**src/hw/rtl/assert_macros.svh**
```systemverilog
// Assertion macros shared by the RTL of the decimating complex FIR.
`ifndef ASSERT_MACROS_SVH
`define ASSERT_MACROS_SVH

// Same-cycle implication, clocked on clk, off during reset.
`define ASSERT_NOW(label, ante, cons, msg) \
    label: assert property (@(posedge clk) disable iff (!rst_n) (ante) |-> (cons)) \
        else $error(msg);

// Next-cycle implication, clocked on clk, off during reset.
`define ASSERT_NEXT(label, ante, cons, msg) \
    label: assert property (@(posedge clk) disable iff (!rst_n) (ante) |=> (cons)) \
        else $error(msg);

`endif

```
**src/hw/rtl/dcf_pkg.sv**
```systemverilog
// Package: constants, codes and control types of the decimating complex FIR.
`timescale 1ns / 1ps

package dcf_pkg;

    localparam int MAX_TAPS       = 32;
    localparam int MAX_DECIM      = 256;
    localparam int SAMPLE_BITS    = 16;
    localparam int COEF_BITS      = 16;
    localparam int PROD_BITS      = SAMPLE_BITS + COEF_BITS;
    localparam int ACC_BITS       = 40;
    localparam int ACTION_BITS    = 2;
    localparam int TAP_IDX_BITS   = 5;
    localparam int TAP_CNT_BITS   = 6;
    localparam int DECIM_BITS     = 9;
    localparam int PHASE_BITS     = 8;
    localparam int SCAN_CNT_BITS  = $clog2(2 * MAX_TAPS);
    localparam int CFG_INDEX_BITS = 1;
    localparam int CFG_DATA_BITS  = 9;

    localparam logic [ACTION_BITS-1:0] ACT_PUSH  = 2'd0;
    localparam logic [ACTION_BITS-1:0] ACT_LOAD  = 2'd1;
    localparam logic [ACTION_BITS-1:0] ACT_CLEAR = 2'd2;

    localparam logic [CFG_INDEX_BITS-1:0] REG_TAP_COUNT  = 1'd0;
    localparam logic [CFG_INDEX_BITS-1:0] REG_DECIMATION = 1'd1;

    typedef struct packed {
        logic smp_shift;
        logic smp_clear;
        logic coef_shift;
    } cell_ctrl_t;

    typedef struct packed {
        logic valid;
        logic first;
        logic last;
    } mac_ctrl_t;

endpackage

```
**src/hw/rtl/dcf_cell.sv**
```systemverilog
// One tap cell: a complex history sample and a coefficient, each a link of a ring.
`timescale 1ns / 1ps

module dcf_cell (
    input  logic                                   clk,
    input  logic                                   rst_n,
    input  dcf_pkg::cell_ctrl_t                    ctrl,
    input  logic                                   coef_load,
    input  logic signed [dcf_pkg::COEF_BITS-1:0]   load_value,
    input  logic signed [dcf_pkg::SAMPLE_BITS-1:0] re_in,
    input  logic signed [dcf_pkg::SAMPLE_BITS-1:0] im_in,
    input  logic signed [dcf_pkg::COEF_BITS-1:0]   coef_in,
    output logic signed [dcf_pkg::SAMPLE_BITS-1:0] re_q,
    output logic signed [dcf_pkg::SAMPLE_BITS-1:0] im_q,
    output logic signed [dcf_pkg::COEF_BITS-1:0]   coef_q
);
    import dcf_pkg::*;

    logic signed [SAMPLE_BITS-1:0] re_reg;
    logic signed [SAMPLE_BITS-1:0] re_next;
    logic signed [SAMPLE_BITS-1:0] im_reg;
    logic signed [SAMPLE_BITS-1:0] im_next;
    logic signed [COEF_BITS-1:0]   coef_reg;
    logic signed [COEF_BITS-1:0]   coef_next;

    always_comb
    begin
        re_next = re_reg;
        im_next = im_reg;
        if (ctrl.smp_clear)
        begin
            re_next = '0;
            im_next = '0;
        end
        else if (ctrl.smp_shift)
        begin
            re_next = re_in;
            im_next = im_in;
        end
    end

    always_comb
    begin
        coef_next = coef_reg;
        if (coef_load)
        begin
            coef_next = load_value;
        end
        else if (ctrl.coef_shift)
        begin
            coef_next = coef_in;
        end
    end

    always_ff @(posedge clk or negedge rst_n)
    begin
        if (!rst_n)
        begin
            re_reg <= '0;
            im_reg <= '0;
        end
        else
        begin
            re_reg <= re_next;
            im_reg <= im_next;
        end
    end

    always_ff @(posedge clk)
    begin
        coef_reg <= coef_next;
    end

    assign re_q   = re_reg;
    assign im_q   = im_reg;
    assign coef_q = coef_reg;

endmodule

```
**src/hw/rtl/dcf_mac.sv**
```systemverilog
// Multiply-accumulate at the head of the rings: registered products, 40-bit sums.
`timescale 1ns / 1ps

module dcf_mac (
    input  logic                                   clk,
    input  logic                                   rst_n,
    input  dcf_pkg::mac_ctrl_t                     ctrl,
    input  logic signed [dcf_pkg::SAMPLE_BITS-1:0] smp_re,
    input  logic signed [dcf_pkg::SAMPLE_BITS-1:0] smp_im,
    input  logic signed [dcf_pkg::COEF_BITS-1:0]   coef,
    output logic signed [dcf_pkg::ACC_BITS-1:0]    acc_re,
    output logic signed [dcf_pkg::ACC_BITS-1:0]    acc_im,
    output logic                                   done
);
    import dcf_pkg::*;

    mac_ctrl_t                   s1_reg;
    logic signed [PROD_BITS-1:0] prod_re_reg;
    logic signed [PROD_BITS-1:0] prod_re_next;
    logic signed [PROD_BITS-1:0] prod_im_reg;
    logic signed [PROD_BITS-1:0] prod_im_next;
    logic signed [ACC_BITS-1:0]  ext_re;
    logic signed [ACC_BITS-1:0]  ext_im;
    logic signed [ACC_BITS-1:0]  acc_re_reg;
    logic signed [ACC_BITS-1:0]  acc_re_next;
    logic signed [ACC_BITS-1:0]  acc_im_reg;
    logic signed [ACC_BITS-1:0]  acc_im_next;
    logic                        done_reg;
    logic                        done_next;

    assign prod_re_next = smp_re * coef;
    assign prod_im_next = smp_im * coef;

    assign ext_re = {{(ACC_BITS - PROD_BITS){prod_re_reg[PROD_BITS-1]}}, prod_re_reg};
    assign ext_im = {{(ACC_BITS - PROD_BITS){prod_im_reg[PROD_BITS-1]}}, prod_im_reg};

    always_comb
    begin
        acc_re_next = acc_re_reg;
        acc_im_next = acc_im_reg;
        if (s1_reg.valid)
        begin
            if (s1_reg.first)
            begin
                acc_re_next = ext_re;
                acc_im_next = ext_im;
            end
            else
            begin
                acc_re_next = acc_re_reg + ext_re;
                acc_im_next = acc_im_reg + ext_im;
            end
        end
    end

    assign done_next = s1_reg.valid && s1_reg.last;

    always_ff @(posedge clk or negedge rst_n)
    begin
        if (!rst_n)
        begin
            s1_reg   <= '0;
            done_reg <= 1'b0;
        end
        else
        begin
            s1_reg   <= ctrl;
            done_reg <= done_next;
        end
    end

    always_ff @(posedge clk)
    begin
        prod_re_reg <= prod_re_next;
        prod_im_reg <= prod_im_next;
        acc_re_reg  <= acc_re_next;
        acc_im_reg  <= acc_im_next;
    end

    assign acc_re = acc_re_reg;
    assign acc_im = acc_im_reg;
    assign done   = done_reg;

endmodule

```
**src/hw/rtl/decimating_complex_fir_top.sv**
```systemverilog
// Top level of the decimating complex FIR: tap cell rings, control sequencer, output register.
// Usage:
//   Input channel (in_valid/in_stall) carries one item: push a sample, load a
//   coefficient, or clear history and phase. Output channel (out_valid/out_stall)
//   carries one filtered I/Q pair per decimation period once tap_count samples
//   are in. tap_count and decimation are written over cfg_wr_en/cfg_index/cfg_data;
//   the user must write them only while the block is idle; the block does not enforce it.
//   A load, a clear, or a push that yields no output is taken without a stall. A push
//   that yields an output holds in_stall while the rings turn (32 cells, one shared
//   complex MAC at the ring head) and the sum passes the product and accumulator
//   registers into the output register; out_valid rises as that register loads.
//   The output register is taken while the next items come in; if it is still
//   full when a new sum is ready, the block holds in_stall until out_stall drops.
//   Reset clears history, fill and phase, sets tap_count 32 and decimation 1;
//   coefficients are not reset and must be loaded before use.
`timescale 1ns / 1ps
`include "assert_macros.svh"

module decimating_complex_fir_top (
    input  logic                                      clk,
    input  logic                                      rst_n,
    input  logic                                      cfg_wr_en,
    input  logic [dcf_pkg::CFG_INDEX_BITS-1:0]        cfg_index,
    input  logic [dcf_pkg::CFG_DATA_BITS-1:0]         cfg_data,
    input  logic                                      in_valid,
    output logic                                      in_stall,
    input  logic [dcf_pkg::ACTION_BITS-1:0]           action,
    input  logic [dcf_pkg::TAP_IDX_BITS-1:0]          tap_index,
    input  logic signed [dcf_pkg::COEF_BITS-1:0]      tap_value,
    input  logic signed [dcf_pkg::SAMPLE_BITS-1:0]    sample_re,
    input  logic signed [dcf_pkg::SAMPLE_BITS-1:0]    sample_im,
    output logic                                      out_valid,
    input  logic                                      out_stall,
    output logic signed [dcf_pkg::ACC_BITS-1:0]       out_re,
    output logic signed [dcf_pkg::ACC_BITS-1:0]       out_im
);
    import dcf_pkg::*;

    localparam logic [1:0] ST_IDLE  = 2'd0;
    localparam logic [1:0] ST_SCAN  = 2'd1;
    localparam logic [1:0] ST_DRAIN = 2'd2;

    localparam logic [SCAN_CNT_BITS-1:0] CNT_TAPS = SCAN_CNT_BITS'(MAX_TAPS);
    localparam logic [SCAN_CNT_BITS-1:0] CNT_HEAD_LAST = SCAN_CNT_BITS'(MAX_TAPS - 1);
    localparam logic [SCAN_CNT_BITS-1:0] CNT_TOP = SCAN_CNT_BITS'(2 * MAX_TAPS - 1);

    logic [TAP_CNT_BITS-1:0]  tap_count_reg;
    logic [TAP_CNT_BITS-1:0]  tap_count_next;
    logic [DECIM_BITS-1:0]    decim_reg;
    logic [DECIM_BITS-1:0]    decim_next;
    logic [TAP_CNT_BITS-1:0]  fill_reg;
    logic [TAP_CNT_BITS-1:0]  fill_next;
    logic [PHASE_BITS-1:0]    phase_reg;
    logic [PHASE_BITS-1:0]    phase_next;
    logic [1:0]               state_reg;
    logic [1:0]               state_next;
    logic [SCAN_CNT_BITS-1:0] cnt_reg;
    logic [SCAN_CNT_BITS-1:0] cnt_next;
    logic                     res_pend_reg;
    logic                     res_pend_next;
    logic                     out_valid_reg;
    logic                     out_valid_next;
    logic signed [ACC_BITS-1:0] out_re_reg;
    logic signed [ACC_BITS-1:0] out_im_reg;

    logic [TAP_CNT_BITS-1:0]  eff_tc;
    logic [DECIM_BITS-1:0]    eff_decim;
    logic [TAP_CNT_BITS-1:0]  fill_inc;
    logic [DECIM_BITS-1:0]    phase_inc;
    logic [SCAN_CNT_BITS-1:0] base;
    logic [SCAN_CNT_BITS-1:0] scan_end;
    logic                     in_acc;
    logic                     push_acc;
    logic                     load_acc;
    logic                     clear_acc;
    logic                     scan;
    logic                     smp_rot;
    logic                     coef_rot;
    logic                     xfer;
    cell_ctrl_t               cell_ctrl;
    mac_ctrl_t                mac_ctrl;
    logic                     mac_done;
    logic signed [ACC_BITS-1:0] acc_re;
    logic signed [ACC_BITS-1:0] acc_im;

    logic signed [SAMPLE_BITS-1:0] re_q   [MAX_TAPS];
    logic signed [SAMPLE_BITS-1:0] im_q   [MAX_TAPS];
    logic signed [COEF_BITS-1:0]   coef_q [MAX_TAPS];
    logic signed [SAMPLE_BITS-1:0] tail_re;
    logic signed [SAMPLE_BITS-1:0] tail_im;

    // effective register values
    always_comb
    begin
        if (tap_count_reg == '0)
        begin
            eff_tc = TAP_CNT_BITS'(1);
        end
        else if (tap_count_reg > TAP_CNT_BITS'(MAX_TAPS))
        begin
            eff_tc = TAP_CNT_BITS'(MAX_TAPS);
        end
        else
        begin
            eff_tc = tap_count_reg;
        end
    end

    always_comb
    begin
        if (decim_reg == '0)
        begin
            eff_decim = DECIM_BITS'(1);
        end
        else if (decim_reg > DECIM_BITS'(MAX_DECIM))
        begin
            eff_decim = DECIM_BITS'(MAX_DECIM);
        end
        else
        begin
            eff_decim = decim_reg;
        end
    end

    always_comb
    begin
        tap_count_next = tap_count_reg;
        decim_next     = decim_reg;
        if (cfg_wr_en)
        begin
            case (cfg_index)
                REG_TAP_COUNT:  tap_count_next = cfg_data[TAP_CNT_BITS-1:0];
                REG_DECIMATION: decim_next     = cfg_data[DECIM_BITS-1:0];
                default:        tap_count_next = tap_count_reg;
            endcase
        end
    end

    assign in_stall  = (state_reg != ST_IDLE);
    assign in_acc    = in_valid && !in_stall;
    assign push_acc  = in_acc && (action == ACT_PUSH);
    assign load_acc  = in_acc && (action == ACT_LOAD);
    assign clear_acc = in_acc && (action == ACT_CLEAR);

    assign fill_inc  = fill_reg + TAP_CNT_BITS'(1);
    assign phase_inc = DECIM_BITS'(phase_reg) + DECIM_BITS'(1);
    assign base      = CNT_TAPS - SCAN_CNT_BITS'(eff_tc);
    assign scan_end  = CNT_TOP - SCAN_CNT_BITS'(eff_tc);

    assign xfer = (state_reg == ST_DRAIN) && res_pend_reg && (!out_valid_reg || !out_stall);

    // sequencer: sample ring turns alone until cnt reaches base, then both rings
    // turn feeding the MAC until cnt reaches MAX_TAPS, then the coefficient ring
    // turns alone until both are back in place
    always_comb
    begin
        state_next = state_reg;
        cnt_next   = cnt_reg;
        fill_next  = fill_reg;
        phase_next = phase_reg;
        case (state_reg)
            ST_IDLE:
            begin
                if (clear_acc)
                begin
                    fill_next  = '0;
                    phase_next = '0;
                end
                else if (push_acc)
                begin
                    if (fill_reg < eff_tc)
                    begin
                        fill_next = fill_inc;
                        if (fill_inc == eff_tc)
                        begin
                            phase_next = '0;
                            state_next = ST_SCAN;
                            cnt_next   = '0;
                        end
                    end
                    else if (phase_inc >= eff_decim)
                    begin
                        phase_next = '0;
                        state_next = ST_SCAN;
                        cnt_next   = '0;
                    end
                    else
                    begin
                        phase_next = phase_inc[PHASE_BITS-1:0];
                    end
                end
            end
            ST_SCAN:
            begin
                if (cnt_reg == scan_end)
                begin
                    state_next = ST_DRAIN;
                end
                else
                begin
                    cnt_next = cnt_reg + SCAN_CNT_BITS'(1);
                end
            end
            ST_DRAIN:
            begin
                if (xfer)
                begin
                    state_next = ST_IDLE;
                end
            end
            default:
            begin
                state_next = ST_IDLE;
            end
        endcase
    end

    assign scan     = (state_reg == ST_SCAN);
    assign smp_rot  = scan && (cnt_reg < CNT_TAPS);
    assign coef_rot = scan && (cnt_reg >= base);

    assign cell_ctrl.smp_shift  = push_acc || smp_rot;
    assign cell_ctrl.smp_clear  = clear_acc;
    assign cell_ctrl.coef_shift = coef_rot;

    assign mac_ctrl.valid = smp_rot && coef_rot;
    assign mac_ctrl.first = smp_rot && coef_rot && (cnt_reg == base);
    assign mac_ctrl.last  = smp_rot && coef_rot && (cnt_reg == CNT_HEAD_LAST);

    assign tail_re = scan ? re_q[0] : sample_re;
    assign tail_im = scan ? im_q[0] : sample_im;

    genvar k;
    generate
        for (k = 0; k < MAX_TAPS; k++)
        begin : g_cell
            if (k == MAX_TAPS - 1)
            begin : g_tail
                dcf_cell u_cell (
                    .clk        (clk),
                    .rst_n      (rst_n),
                    .ctrl       (cell_ctrl),
                    .coef_load  (load_acc && (tap_index == TAP_IDX_BITS'(k))),
                    .load_value (tap_value),
                    .re_in      (tail_re),
                    .im_in      (tail_im),
                    .coef_in    (coef_q[0]),
                    .re_q       (re_q[k]),
                    .im_q       (im_q[k]),
                    .coef_q     (coef_q[k])
                );
            end
            else
            begin : g_body
                dcf_cell u_cell (
                    .clk        (clk),
                    .rst_n      (rst_n),
                    .ctrl       (cell_ctrl),
                    .coef_load  (load_acc && (tap_index == TAP_IDX_BITS'(k))),
                    .load_value (tap_value),
                    .re_in      (re_q[k+1]),
                    .im_in      (im_q[k+1]),
                    .coef_in    (coef_q[k+1]),
                    .re_q       (re_q[k]),
                    .im_q       (im_q[k]),
                    .coef_q     (coef_q[k])
                );
            end
        end
    endgenerate

    dcf_mac u_mac (
        .clk    (clk),
        .rst_n  (rst_n),
        .ctrl   (mac_ctrl),
        .smp_re (re_q[0]),
        .smp_im (im_q[0]),
        .coef   (coef_q[0]),
        .acc_re (acc_re),
        .acc_im (acc_im),
        .done   (mac_done)
    );

    always_comb
    begin
        res_pend_next = res_pend_reg;
        if (mac_done)
        begin
            res_pend_next = 1'b1;
        end
        else if (xfer)
        begin
            res_pend_next = 1'b0;
        end
    end

    always_comb
    begin
        out_valid_next = out_valid_reg;
        if (xfer)
        begin
            out_valid_next = 1'b1;
        end
        else if (!out_stall)
        begin
            out_valid_next = 1'b0;
        end
    end

    always_ff @(posedge clk or negedge rst_n)
    begin
        if (!rst_n)
        begin
            tap_count_reg <= TAP_CNT_BITS'(MAX_TAPS);
            decim_reg     <= DECIM_BITS'(1);
            fill_reg      <= '0;
            phase_reg     <= '0;
            state_reg     <= ST_IDLE;
            cnt_reg       <= '0;
            res_pend_reg  <= 1'b0;
            out_valid_reg <= 1'b0;
        end
        else
        begin
            tap_count_reg <= tap_count_next;
            decim_reg     <= decim_next;
            fill_reg      <= fill_next;
            phase_reg     <= phase_next;
            state_reg     <= state_next;
            cnt_reg       <= cnt_next;
            res_pend_reg  <= res_pend_next;
            out_valid_reg <= out_valid_next;
        end
    end

    always_ff @(posedge clk)
    begin
        if (xfer)
        begin
            out_re_reg <= acc_re;
            out_im_reg <= acc_im;
        end
    end

    assign out_valid = out_valid_reg;
    assign out_re    = out_re_reg;
    assign out_im    = out_im_reg;

    `ASSERT_NOW(a_scan_cnt_bound, state_reg == ST_SCAN, cnt_reg <= scan_end, "scan count overrun")
    `ASSERT_NOW(a_done_when_busy, mac_done, state_reg != ST_IDLE, "MAC done while idle")
    `ASSERT_NOW(a_done_not_pending, mac_done, !res_pend_reg, "new sum over a pending one")
    `ASSERT_NEXT(a_xfer_to_idle, xfer, !in_stall && out_valid_reg, "no release after handoff")

endmodule

```
**config.mk**
```make
export PLATFORM = sky130hd
export DESIGN_NAME = decimating_complex_fir_top
export DESIGN_NICKNAME = d
export VERILOG_FILES = /design/src/hw/rtl/dcf_pkg.sv /design/src/hw/rtl/dcf_cell.sv /design/src/hw/rtl/dcf_mac.sv /design/src/hw/rtl/decimating_complex_fir_top.sv
export VERILOG_INCLUDE_DIRS = /design/src /design/src/hw/rtl
export SDC_FILE = /design/constraint.sdc
export NUM_CORES = 2
export LEC_CHECK = 0
export ABC_AREA = 1
export BUFFER_PORTS_ARGS = -buffer_cell sky130_fd_sc_hd__buf_2
export CELL_PAD_IN_SITES_DETAIL_PLACEMENT = 1
export CELL_PAD_IN_SITES_GLOBAL_PLACEMENT = 2
export CORE_MARGIN = 2
export CORE_UTILIZATION = 46
export CTS_BUF_LIST = sky130_fd_sc_hd__clkbuf_8
export DETAILED_ROUTE_END_ITERATION = 7
export PLACE_DENSITY_LB_ADDON = 0.1
export SYNTH_ARGS = -nofsm -noshare
export SYNTH_HDL_FRONTEND = slang
export SYNTH_SLANG_ARGS = --single-unit
```
**constraint.sdc**
```tcl
create_clock -name clk -period 15.11 [get_ports clk]
set_input_delay 3.022 -clock clk [delete_from_list [all_inputs] [get_ports clk]]
set_output_delay 3.022 -clock clk [all_outputs]
set_load 0.01 [all_outputs]
```
==> metrics.md <==
| Metric | Value |
|---|---|
| Nets@finish | 11130 |
| Vias | 70070 |
| R2R setup slack | between 8 and 9 ns |
| Area Growth Syn to Fin | 8.015% |
| PortBufs | ~150 |
| Area after DPL | 100400 sq um |
| Crit-path leading delay family | adder cells |
| YS warnings | 0 |
| R2r endpoint | u_mac.prod_im_reg[31] |
| Slowest library cell on the worst path | edfxtp_1 |
| Worst-Skew Late Latency | 1.04 ns |
| Period utilization | between 40% and 50% |
| Worst Path Max Fanout | 19 |
| GRT Total Usage | 23.45% |
| Fill cell count | approximately 24000 |
| Detailed Route Iter0 Violations | between 4000 and 5000 |
| Max stage delay on crit path | 0.81 ns |
| Period minus WS final | 6.493 ns |
| Rows | 170 |
| Synth Instances | 10340 |
| Crit. End Element | flop |
| Register area share after synthesis | 48.82% |
| Initial core utilization | 46.11% |
| # clock sinks | roughly 1800 |
| Synth unique cells | 52 |
| Hold Path End | u_mac.done |
| Final setup violating endpoints | 0 |
| DRT Pass-1 Iters | 5 |
| Vias in the first global route | 74680 |
| Final worst slack | approximately 8.6 ns |
| Setup Crit Path Kind | reg -> reg |
| GRT overflow | 0 |
| Setup slack at placement | just over 8 ns |
| Reg-to-reg startpoint | g_cell[0].g_body.u_cell.coef_q[7] |
| DRC | 0 |
| First-pass GRT wire length | 411.8 mm |
| Endpoints failing hold | 0 |
| Htree depth | 5 |
| Asr flop ratio synth | roughly three fifths |
| Number of synthesized flops with an enable pin | around 670 |
| Initial antenna violation count | 17 |
| Die height | 467.1 microns |
| Ys flop type | dfrtp_1 |
| Critical path startpoint | g_cell[0].g_body.u_cell.coef_q[7] |
| Status | complete, no violations |
| Unrepaired setup endpoints after global routing | false |
| Finished Cell Area | 106600 sq um |
| Max-Cap Viols | 0 |
| Largest net degree at the start of global routing | 273 |
| Post-CTS Hold Fix Bufs | 0 |
| Reg area | 48170 sq um |
| I/O pins | 152 |
| Hold Crit Class | reg -> reg |
| Maximum clock path buffer count | 4 |
| DRT Wirelength | roughly 250 mm |
| Worst path bufs/invs | 8 |
| Critical path launch point type | flop |
| Worst Path Arrival | 7.36 ns |
| Cells along the critical path | buf_4 -> nand2_1 -> fa_1 -> inv_1 -> fa_1 -> inv_1 -> fa_1 -> inv_1 -> fa_1 -> fa_1 -> inv_1 -> fa_1 -> inv_1 -> ha_1 -> a21oi_1 -> o21ai_0 -> a21oi_1 -> nand2_1 -> nand2_1 -> inv_1 -> nor2_1 -> inv_1 -> nand2_1 -> nand2_1 |
| Wire per inst | 19.04 microns |
| CTS Buf Count | 330 |
| Reg clk slew, reported paths | around 0.070 ns |
| M1 GR Usage | about 33% |
| CTS tree | built |
| Synthesized cell area | 98660 sq um |
| Final hold slack | 0.4452 ns |
| Worst EP required | 15.98 ns |
| Detailed-route vias per instance | 5.253 |
| Fin. max-slew vios | 0 |
| Synth Register Bits | 1803 |
| Area of the multi-input gates | slightly above 40000 sq um |
| Worst Max-Slew Pin Slew | 1.262 ns |
| Share of cells above drive strength 1 | 8.682% |
| R2R depth | 24 |
| Synthesized Nets | 11210 |
| Most common cell after layout, fill and taps aside | nand2_1 |
| Met2 Usage GRT | 38.48% |
| HP Start | u_mac.s1_reg[0] |
| Achievable frequency | about 150 MHz |
| Placer Congestion | 0.8781 |
| Number of post-CTS setup repair buffers | 0 |
| Final Skew | 0.08025 ns |
| Most frequent cells in the layout | nand2_1, inv_1, dfrtp_1 |
| Max-slew headroom | 15.88% |
| Hold depth | 2 |
| Die Span X | 467.1 microns |
| Gr busiest metal | met2 |
| Worst path most repeated cell | inv_1 |
| Syn Area/Cell | 9.538 sq um |
| Met3 Track Usage GR | 2.764% |
| Post_cts resized | 0 |
| Root buffer cell | clkbuf_8 |
| Routed Antenna Nets | 0 |
| Setup_tns | 0 ns |
| Post-DP HPWL | ~170 mm |
| Core ar. | between 200000 and 250000 sq um |
| Die area | ~220000 sq um |
cell usage after synthesis (2+ instances only):
| cell | n | area, sq um |
|---|---|---|
| a211oi_1 | 303 | 2275 |
| a211oi_2 | 179 | 2240 |
| a21boi_0 | 4 | 30.03 |
| a21o_1 | 12 | 90.09 |
| a21oi_1 | 190 | 950.9 |
| a221oi_1 | 2 | 17.52 |
| and2_1 | 4 | 25.02 |
| buf_1 | 16 | 60.06 |
| buf_2 | 182 | 910.9 |
| buf_4 | 92 | 690.7 |
| buf_6 | 39 | 439.2 |
| clkbuf_1 | 314 | 1179 |
| dfrtp_1 | 1065 | 26650 |
| dfstp_2 | 2 | 52.55 |
| dfxtp_1 | 64 | 1281 |
| edfxtp_1 | 672 | 20180 |
| fa_1 | 526 | 10530 |
| ha_1 | 267 | 3341 |
| inv_1 | 1609 | 6040 |
| inv_2 | 5 | 18.77 |
| mux2_2 | 2 | 22.52 |
| nand2_1 | 1829 | 6865 |
| nand2_2 | 6 | 37.54 |
| nand2_4 | 20 | 225.2 |
| nand3_1 | 672 | 3363 |
| nand3b_1 | 24 | 180.2 |
| nand4_1 | 44 | 275.3 |
| nor2_1 | 752 | 2823 |
| nor2_2 | 4 | 25.02 |
| nor2_4 | 2 | 22.52 |
| nor3_1 | 36 | 180.2 |
| nor3b_1 | 2 | 15.01 |
| nor4_1 | 8 | 50.05 |
| o2111ai_1 | 33 | 289.0 |
| o211ai_1 | 4 | 30.03 |
| o21a_1 | 4 | 30.03 |
| o21ai_0 | 886 | 4434 |
| o21ai_1 | 323 | 1617 |
| o21bai_1 | 21 | 157.7 |
| o31ai_1 | 3 | 22.52 |
| or2_2 | 24 | 150.1 |
| xnor2_1 | 35 | 306.5 |
| xor2_1 | 54 | 473.0 |
final cells by class:
| class | instances | share of cell area (%) |
|---|---|---|
| sequential | 1803 | 45.20 |
| timing repair buffer | 229 | 1.362 |
| clock inverter | 182 | 0.8265 |
| multi-input combinational | 6283 | 38.64 |
| antenna | 8 | 0.01879 |
| tap | 2838 | 3.332 |
| clock buffer | 381 | 4.921 |
| inverter | 1615 | 5.697 |
through the flow:
stage	cells	util, %
2_1_floorplan	10340	-
6_report	13340	49.80
4_1_cts	13330	49.79
5_1_grt	13330	49.80
3_5_place_dp	12770	46.93
3_3_place_gp	12770	46.93
metal layers:
layer	routed length [microns]	vias to the layer above	share of wire, %
li1	-	33400	-
met4	7006	14	2.8
met2	120200	1161	47
met3	8725	417	3.4
met1	117900	35070	46
met5	100	-	0.039
worst max path at each step:
stage                                            end  slack [ns]  cells past startpoint
CTS                            u_mac.prod_im_reg[31]        8.60                     19
floorplan                      u_mac.prod_re_reg[30]        9.50                     21
detailed placement  g_cell[28].g_body.u_cell.re_q[5]        8.23                      8
global placement    g_cell[21].g_body.u_cell.re_q[6]        8.35                      8
finish                         u_mac.prod_im_reg[31]        8.62                     24
global route                   u_mac.prod_im_reg[31]        8.22                     19
logic make-up after synthesis:
group           count (synthesis)  share of synthesized area (%)
simple gates                 3430                          14.46
buf+inv                      2258                          9.468
compound gates               1968                          12.38
flops                        1803                          48.82
fa+ha+maj                     793                          14.06
xor+xnor                       89                         0.7901
mux                             2                        0.02283
other cells                     1                       0.003801
worst min-delay path, delay by kind of cell, from the launching register on:
kind,cells,cell delay [ns]
flip-flops,1,0.32
AND/OR/NAND/NOR,1,0.05
buffers and inverters,1,0.05
Power is not shown: default switching activity piles up to over one toggle a cycle in this logic, so the estimate is an artifact.
